File: config.mk
export PLATFORM = sky130hd
export DESIGN_NAME = tea_rule_scan
export DESIGN_NICKNAME = d
export VERILOG_FILES = /design/src/rtl/core/tea_pkg.sv /design/src/rtl/core/tea_ram.sv /design/src/rtl/core/tea_rule_scan.sv
export SDC_FILE = /design/constraint.sdc
export NUM_CORES = 1
export LEC_CHECK = 0
export BUFFER_PORTS_ARGS = -buffer_cell sky130_fd_sc_hd__buf_4
export CAP_MARGIN = 20
export CORE_ASPECT_RATIO = 0.9
export CORE_MARGIN = 2
export CORE_UTILIZATION = 30
export CTS_CLUSTER_SIZE = 20
export DETAILED_ROUTE_END_ITERATION = 12
export HOLD_SLACK_MARGIN = 0.06
export PLACE_DENSITY = 0.5
export RECOVER_POWER = 100
export SLEW_MARGIN = 40
export SYNTH_ARGS = -nofsm -noshare
export SYNTH_HDL_FRONTEND = slang
export SYNTH_SLANG_ARGS = --single-unit
export TNS_END_PERCENT = 30
File: constraint.sdc
create_clock -name clk -period 7.6 [get_ports clk]
set_input_delay 1.52 -clock clk [delete_from_list [all_inputs] [get_ports clk]]
set_output_delay 1.52 -clock clk [all_outputs]
set_load 0.005 [all_outputs]
File: src/rtl/core/tea_pkg.sv
// Shared types, command and status codes for the type-enforcement access checker.
`timescale 1ns / 1ps

package tea_pkg;

    // Rule table depth default and stored rule word width: {deny, kind, rights}
    localparam int RULE_ENTRIES = 16;
    localparam int RULE_W       = 65;

    // Command codes
    localparam logic [3:0] CMD_BAN_CAP   = 4'd0;
    localparam logic [3:0] CMD_SET_FLAGS = 4'd1;
    localparam logic [3:0] CMD_SET_LEVEL = 4'd2;
    localparam logic [3:0] CMD_ALLOW     = 4'd3;
    localparam logic [3:0] CMD_DENY      = 4'd4;
    localparam logic [3:0] CMD_SET_KIND  = 4'd5;
    localparam logic [3:0] CMD_CHECK_CAP = 4'd6;
    localparam logic [3:0] CMD_TRACE     = 4'd7;
    localparam logic [3:0] CMD_TRACEME   = 4'd8;

    // Status codes
    localparam logic [1:0] ST_OK     = 2'd0;
    localparam logic [1:0] ST_DENIED = 2'd1;
    localparam logic [1:0] ST_FULL   = 2'd2;
    localparam logic [1:0] ST_BADCMD = 2'd3;

    // Flag and right bit positions
    localparam int FLAG_TE     = 0;
    localparam int FLAG_LEVEL  = 1;
    localparam int FLAG_LOCK   = 2;
    localparam int RIGHT_READ  = 0;
    localparam int RIGHT_WRITE = 1;

    // Request from the command sequencer to the rule scanner
    typedef struct packed {
        logic        start;
        logic        merge;
        logic        deny;
        logic        te_on;
        logic [31:0] kind;
        logic [31:0] mask;
    } scan_req_t;

    // Answer from the rule scanner
    typedef struct packed {
        logic        done;
        logic        full;
        logic [31:0] granted;
    } scan_rsp_t;

endpackage

File: src/rtl/core/tea_ram.sv
// Generic single-port-write, single-port-read RAM with registered read data.
`timescale 1ns / 1ps

module tea_ram #(
    parameter int WIDTH = tea_pkg::RULE_W,
    parameter int DEPTH = tea_pkg::RULE_ENTRIES,
    parameter int AW    = (DEPTH > 1) ? $clog2(DEPTH) : 1
) (
    input  logic             clk,
    input  logic             wr_en,
    input  logic [AW-1:0]    wr_addr,
    input  logic [WIDTH-1:0] wr_data,
    input  logic [AW-1:0]    rd_addr,
    output logic [WIDTH-1:0] rd_data
);
    import tea_pkg::*;

    logic [WIDTH-1:0] mem [DEPTH];

    // Write port
    always_ff @(posedge clk)
    begin
        if (wr_en)
        begin
            mem[wr_addr] <= wr_data;
        end
    end

    // Registered read port
    always_ff @(posedge clk)
    begin
        rd_data <= mem[rd_addr];
    end

endmodule

File: src/rtl/core/tea_rule_scan.sv
// Rule table scanner: merges allow/deny rules and accumulates rights, one entry a cycle.
`timescale 1ns / 1ps

module tea_rule_scan #(
    parameter int ENTRIES = tea_pkg::RULE_ENTRIES
) (
    input  logic               clk,
    input  logic               rst_n,
    input  tea_pkg::scan_req_t req,
    output tea_pkg::scan_rsp_t rsp
);
    import tea_pkg::*;

    localparam int IW = (ENTRIES > 1) ? $clog2(ENTRIES) : 1;
    localparam int CW = $clog2(ENTRIES + 1);
    localparam logic [CW-1:0] FULL_COUNT = CW'(ENTRIES);

    localparam logic SC_IDLE = 1'b0;
    localparam logic SC_SCAN = 1'b1;

    logic              state_reg, state_next;
    logic [IW-1:0]     idx_reg, idx_next;
    logic [CW-1:0]     fill_reg, fill_next;
    logic              merge_reg, merge_next;
    logic              deny_flag_reg, deny_flag_next;
    logic [31:0]       kind_reg, kind_next;
    logic [31:0]       mask_reg, mask_next;
    logic [31:0]       allow_reg, allow_next;
    logic [31:0]       deny_acc_reg, deny_acc_next;

    logic              wr_en;
    logic [IW-1:0]     wr_addr;
    logic [RULE_W-1:0] wr_data;
    logic [RULE_W-1:0] rd_data;

    logic              e_deny;
    logic [31:0]       e_kind;
    logic [31:0]       e_rights;
    logic              have_entry;
    logic              last_entry;
    logic              kind_hit;
    logic              rule_hit;
    logic [31:0]       allow_acc;
    logic [31:0]       deny_acc;

    // Rule storage; entries below the fill count are in use
    tea_ram #(
        .WIDTH (RULE_W),
        .DEPTH (ENTRIES),
        .AW    (IW)
    ) u_rules (
        .clk     (clk),
        .wr_en   (wr_en),
        .wr_addr (wr_addr),
        .wr_data (wr_data),
        .rd_addr (idx_next),
        .rd_data (rd_data)
    );

    // Unpack the entry read for the current index
    assign e_deny     = rd_data[RULE_W-1];
    assign e_kind     = rd_data[63:32];
    assign e_rights   = rd_data[31:0];
    assign have_entry = CW'(idx_reg) < fill_reg;
    assign last_entry = (CW'(idx_reg) + CW'(1)) == fill_reg;
    assign kind_hit   = have_entry && (e_kind == kind_reg);
    assign rule_hit   = kind_hit && (e_deny == deny_flag_reg);
    assign allow_acc  = allow_reg | ((kind_hit && !e_deny) ? e_rights : 32'd0);
    assign deny_acc   = deny_acc_reg | ((kind_hit && e_deny) ? e_rights : 32'd0);

    // Step through the table; entries are claimed in order, so used ones form a prefix.
    // A merge writes back only at its end, so a read never overlaps a pending write.
    always_comb
    begin
        state_next     = state_reg;
        idx_next       = idx_reg;
        fill_next      = fill_reg;
        merge_next     = merge_reg;
        deny_flag_next = deny_flag_reg;
        kind_next      = kind_reg;
        mask_next      = mask_reg;
        allow_next     = allow_reg;
        deny_acc_next  = deny_acc_reg;
        wr_en          = 1'b0;
        wr_addr        = idx_reg;
        wr_data        = {deny_flag_reg, kind_reg, mask_reg};
        rsp            = '0;

        unique case (state_reg)
            SC_IDLE:
            begin
                if (req.start)
                begin
                    merge_next     = req.merge;
                    deny_flag_next = req.deny;
                    kind_next      = req.kind;
                    mask_next      = req.mask;
                    allow_next     = req.te_on ? 32'd0 : 32'hFFFF_FFFF;
                    deny_acc_next  = 32'd0;
                    idx_next       = '0;
                    state_next     = SC_SCAN;
                end
            end
            SC_SCAN:
            begin
                if (merge_reg)
                begin
                    if (rule_hit)
                    begin
                        // Merge rights into the matching rule
                        wr_en      = 1'b1;
                        wr_data    = {deny_flag_reg, kind_reg, e_rights | mask_reg};
                        rsp.done   = 1'b1;
                        state_next = SC_IDLE;
                    end
                    else if (have_entry && !last_entry)
                    begin
                        idx_next = idx_reg + IW'(1);
                    end
                    else if (fill_reg < FULL_COUNT)
                    begin
                        // Claim the first free entry
                        wr_en      = 1'b1;
                        wr_addr    = IW'(fill_reg);
                        fill_next  = fill_reg + CW'(1);
                        rsp.done   = 1'b1;
                        state_next = SC_IDLE;
                    end
                    else
                    begin
                        rsp.done   = 1'b1;
                        rsp.full   = 1'b1;
                        state_next = SC_IDLE;
                    end
                end
                else
                begin
                    allow_next    = allow_acc;
                    deny_acc_next = deny_acc;
                    if (have_entry && !last_entry)
                    begin
                        idx_next = idx_reg + IW'(1);
                    end
                    else
                    begin
                        rsp.done    = 1'b1;
                        rsp.granted = allow_acc & ~deny_acc;
                        state_next  = SC_IDLE;
                    end
                end
            end
            default:
            begin
                state_next = SC_IDLE;
            end
        endcase
    end

    // Control state
    always_ff @(posedge clk or negedge rst_n)
    begin
        if (!rst_n)
        begin
            state_reg <= SC_IDLE;
            idx_reg   <= '0;
            fill_reg  <= '0;
        end
        else
        begin
            state_reg <= state_next;
            idx_reg   <= idx_next;
            fill_reg  <= fill_next;
        end
    end

    // Request and accumulator payload
    always_ff @(posedge clk)
    begin
        merge_reg     <= merge_next;
        deny_flag_reg <= deny_flag_next;
        kind_reg      <= kind_next;
        mask_reg      <= mask_next;
        allow_reg     <= allow_next;
        deny_acc_reg  <= deny_acc_next;
    end

endmodule

==> reports/results.tsv <==
stage	metric	value	unit
logic_synthesis	synth_nets	3028	
timing	period_share	85.5	%
detailed_routing	vias	27055	
timing	setup_viol	0	
floorplanning	core	159000	um^2
final_layout	largest_register_ffs	1040	
detailed_routing	wl_per_cell	25.1	um
logic_synthesis	synth_edf_count	1170	
cts	worst_skew_pair.late_latency	0.75	ns
floorplanning	dieArea	164000	um^2
setup_path	crit_chain	xor2_1 -> nor4_1 -> nand4_1 -> nor4_1 -> buf_4 -> a2111oi_0 -> clkbuf_1 -> a31oi_1 -> nor2_4 -> clkbuf_2	
final_layout	antenna_cells_inserted	0	
detailed_routing	vias_per_cell	5.10	
setup_path	end_kind	flip-flop	
setup_path	cp_slowest_cell	clkbuf_2	
outcome	violations	capacitance limit, slew limit	
logic_synthesis	synth_top_cell_area_share	72.9	%
setup_path	critical_path.top_delay_family	buffers and inverters	
place	dp_hpwl	68500	um
logic_synthesis	synth_top_family_by_area	compound AO/OA/AOI/OAI gates	
timing	tns	0	ns
pwr	power_density	432	nW/um^2
logic_synthesis	synthCells	2952	
global_routing	grt_pass1_wl	191000	um
floorplanning	die_y	384	um
setup_path	arrival	6.53	ns
logic_synthesis	synthDistinctLibCells	47	
cts	cts_resized	0	
logic_synthesis	synth.most_common_cell	edfxtp_1	
timing	slew_headroom	-172	%
cts	clockRootBuffer	clkbuf_16	
detailed_routing	drt_iter0_drc	2571	
cts	cts_buffers	138	
setup_path	crit_buf_inv	3	
global_routing	grt_max_degree	118	
timing	grt_setup_unrepaired	no	
setup_path	critPathLaunchType	flip-flop	
hold_path	hold_path.class	reg -> reg	
setup_path	worstSetupPathType	reg -> reg	
timing	fin_ws	1.10	ns
global_routing	grt_remaining_overflow	0	
logic_synthesis	synth_warnings	0	
cts	cts_tree	done	
logic_synthesis	synth_xor_area_share	0.727	%
logic_synthesis	ys_top_cells_by_area	edfxtp_1, mux2i_1, dfxtp_1	
final_layout	multi_input_area	10700	um^2
flow_run	drv_cap	20	
detailed_routing	drt_first_pass_iters	6	
cts	cts-htree-levels	4	
logic_synthesis	yosys.area_share.adder	0.156	%
logic_synthesis	ys.flop_type	edfxtp_1	
cts	hold_buffers	0	
global_routing	grtUsageTotal	15.9	%
setup_path	required	7.63	ns
floorplanning	floorplan.initialDensity	30.2	%
logic_synthesis	ys_async_sr_fraction	0.803	%
timing	finalHoldViolCount	0	
logic_synthesis	synth_seq_cells	1245	
setup_path	cpPeakStageDelay	1.16	ns
pwr	power.leakage	19.5	nW
logic_synthesis	avgSynthCellArea	16.3	um^2
final_layout	largestRegisters	u_rules.mem: 1040 flops, u_rules.rd_data: 65 flops	
final_layout	fin_nets	3151	
timing	worst_slew_pin_slew	4.08	ns
floorplanning	ioPinCount	104	
place	place_congestion	0.728	
logic_synthesis	yosysSeqAreaShare	76.1	%
cts	cts_sinks	1245	
logic_synthesis	synth_common_cells	edfxtp_1, mux2i_1, nand2_1, a31oi_1, a211oi_1	
floorplanning	die_w	426	um
logic_synthesis	synth_area	48200	um^2
outcome	status	finished with violations	
timing	min_period	6.50	ns
final_layout	nFillCells	15010	
logic_synthesis	synth-simple-area-share	5.32	%
cts	clockBufferDepth	3	
place	portBuffers	103	
detailed_routing	detail-route-antenna-nets	0	
global_routing	grt_antenna_before_repair	6	
final_layout	drive_gt1_share	11.5	%
final_layout	area.sequential	36700	um^2
final_layout	top_register	u_rules.mem	
logic_synthesis	synth_top_area_cell	edfxtp_1	
cts	cts_setup_buffers	0	
cts	path_clk_slew	0.06	ns
timing	slew_violations	689	
logic_synthesis	synth_compound_area_share	8.70	%
floorplanning	placementRows	139	
logic_synthesis	synth.area.mux_share	6.83	%
setup_path	crit_path_frequent_cell	nor4_1	
setup_path	critPathMaxFanout	68	
place	place_ws	2.14	ns
detailed_routing	drc	0	
timing	fmax	154	MHz
final_layout	area_growth_syn_to_layout	16.3	%
pwr	irDropWorstVdd	0.000578	V
timing	clock_skew	0.0299	ns
global_routing	grt_pass1_vias	26652	
detailed_routing	drt_wl_total	133000	um
routing by layer:
metal	wire (um)	track usage, %
met4	3370	5.06
met1	59000	21.9
met2	63600	25.9
met3	7110	2.52
met5	16	0
cells in the final DEF (no fill, tap or decap), drive strengths merged, types with 3 or more instances in the layout:
cell / instances
nor2b: 36
o22ai: 64
dfrtp: 10
edfxtp: 1170
clkbuf: 328
xnor2: 6
and3: 65
nand3: 5
dfxtp: 65
a31oi: 135
nor4: 76
inv: 52
a21oi: 67
nand3b: 3
bufinv: 4
nor3: 102
mux2i: 329
nand4: 4
a211o: 66
a21o: 32
nand2: 175
a222oi: 65
ha: 6
xor2: 34
nor2: 25
nand2b: 4
and2: 10
a211oi: 131
clkinv: 23
buf: 77
cell type report:
type | count | area share, %
tap | 2115 | 4.72
multi-input combinational | 1458 | 19.0
inverter | 46 | 0.326
sequential | 1245 | 65.5
timing repair buffer | 186 | 2.45
clock inverter | 34 | 0.705
clock buffer | 219 | 7.30
power breakdown:
| group | total (mW) | switching, mW | internal [mW] |
|---|---|---|---|
| combinational | 8.61 | 5.52 | 3.09 |
| clock | 6.55 | 2.70 | 3.85 |
| sequential | 9.05 | 0.537 | 8.52 |
final timing paths:
kind	startpoint	to	slack [ns]	cells after the start
worst max-delay path	kind_reg[9]	u_rules.mem[7][26]	1.10	10
worst min-delay path	deny_acc_reg[30]	deny_acc_reg[30]	0.59	2
worst max register to register	kind_reg[9]	u_rules.mem[7][26]	1.10	10
worst min register to register	deny_acc_reg[30]	deny_acc_reg[30]	0.59	2
max in group asynchronous	rst_n	state_reg	6.37	1
min in group asynchronous	rst_n	idx_reg[3]	0.78	1
logic make-up (layout without fill, tap and decap cells):
logic type / count (synthesis) / in the layout
AOI/OAI and AO/OA: 574 / 574
xor gates and xnor gates: 40 / 40
adders and majority gates: 6 / 6
buffers and inverters: 249 / 485
DFF: 1245 / 1245
muxes: 329 / 329
and+or+nand+nor: 509 / 509
stage by stage:
step | hold WS (ns) | cells | power [mW] | utilization [%] | instance area [um^2]
2_1_floorplan | 0.540 | 2952 | 15.0 | - | 48200
3_3_place_gp | 0.578 | 5040 | 17.8 | 32.4 | 51700
3_5_place_dp | 0.581 | 5048 | 17.9 | 32.5 | 51900
4_1_cts | 0.568 | 5301 | 24.5 | 35.4 | 56400
5_1_grt | 0.624 | 5303 | 25.4 | 35.1 | 56000
6_report | 0.593 | 5303 | 24.2 | 35.1 | 56000
tightest hold or removal path, cell delays in order, from the launching register on:
cell	delay [ns]
edfxtp_1	0.34
a21oi_1	0.04
nor2b_1	0.09
Power figures use the tool's default switching activity.
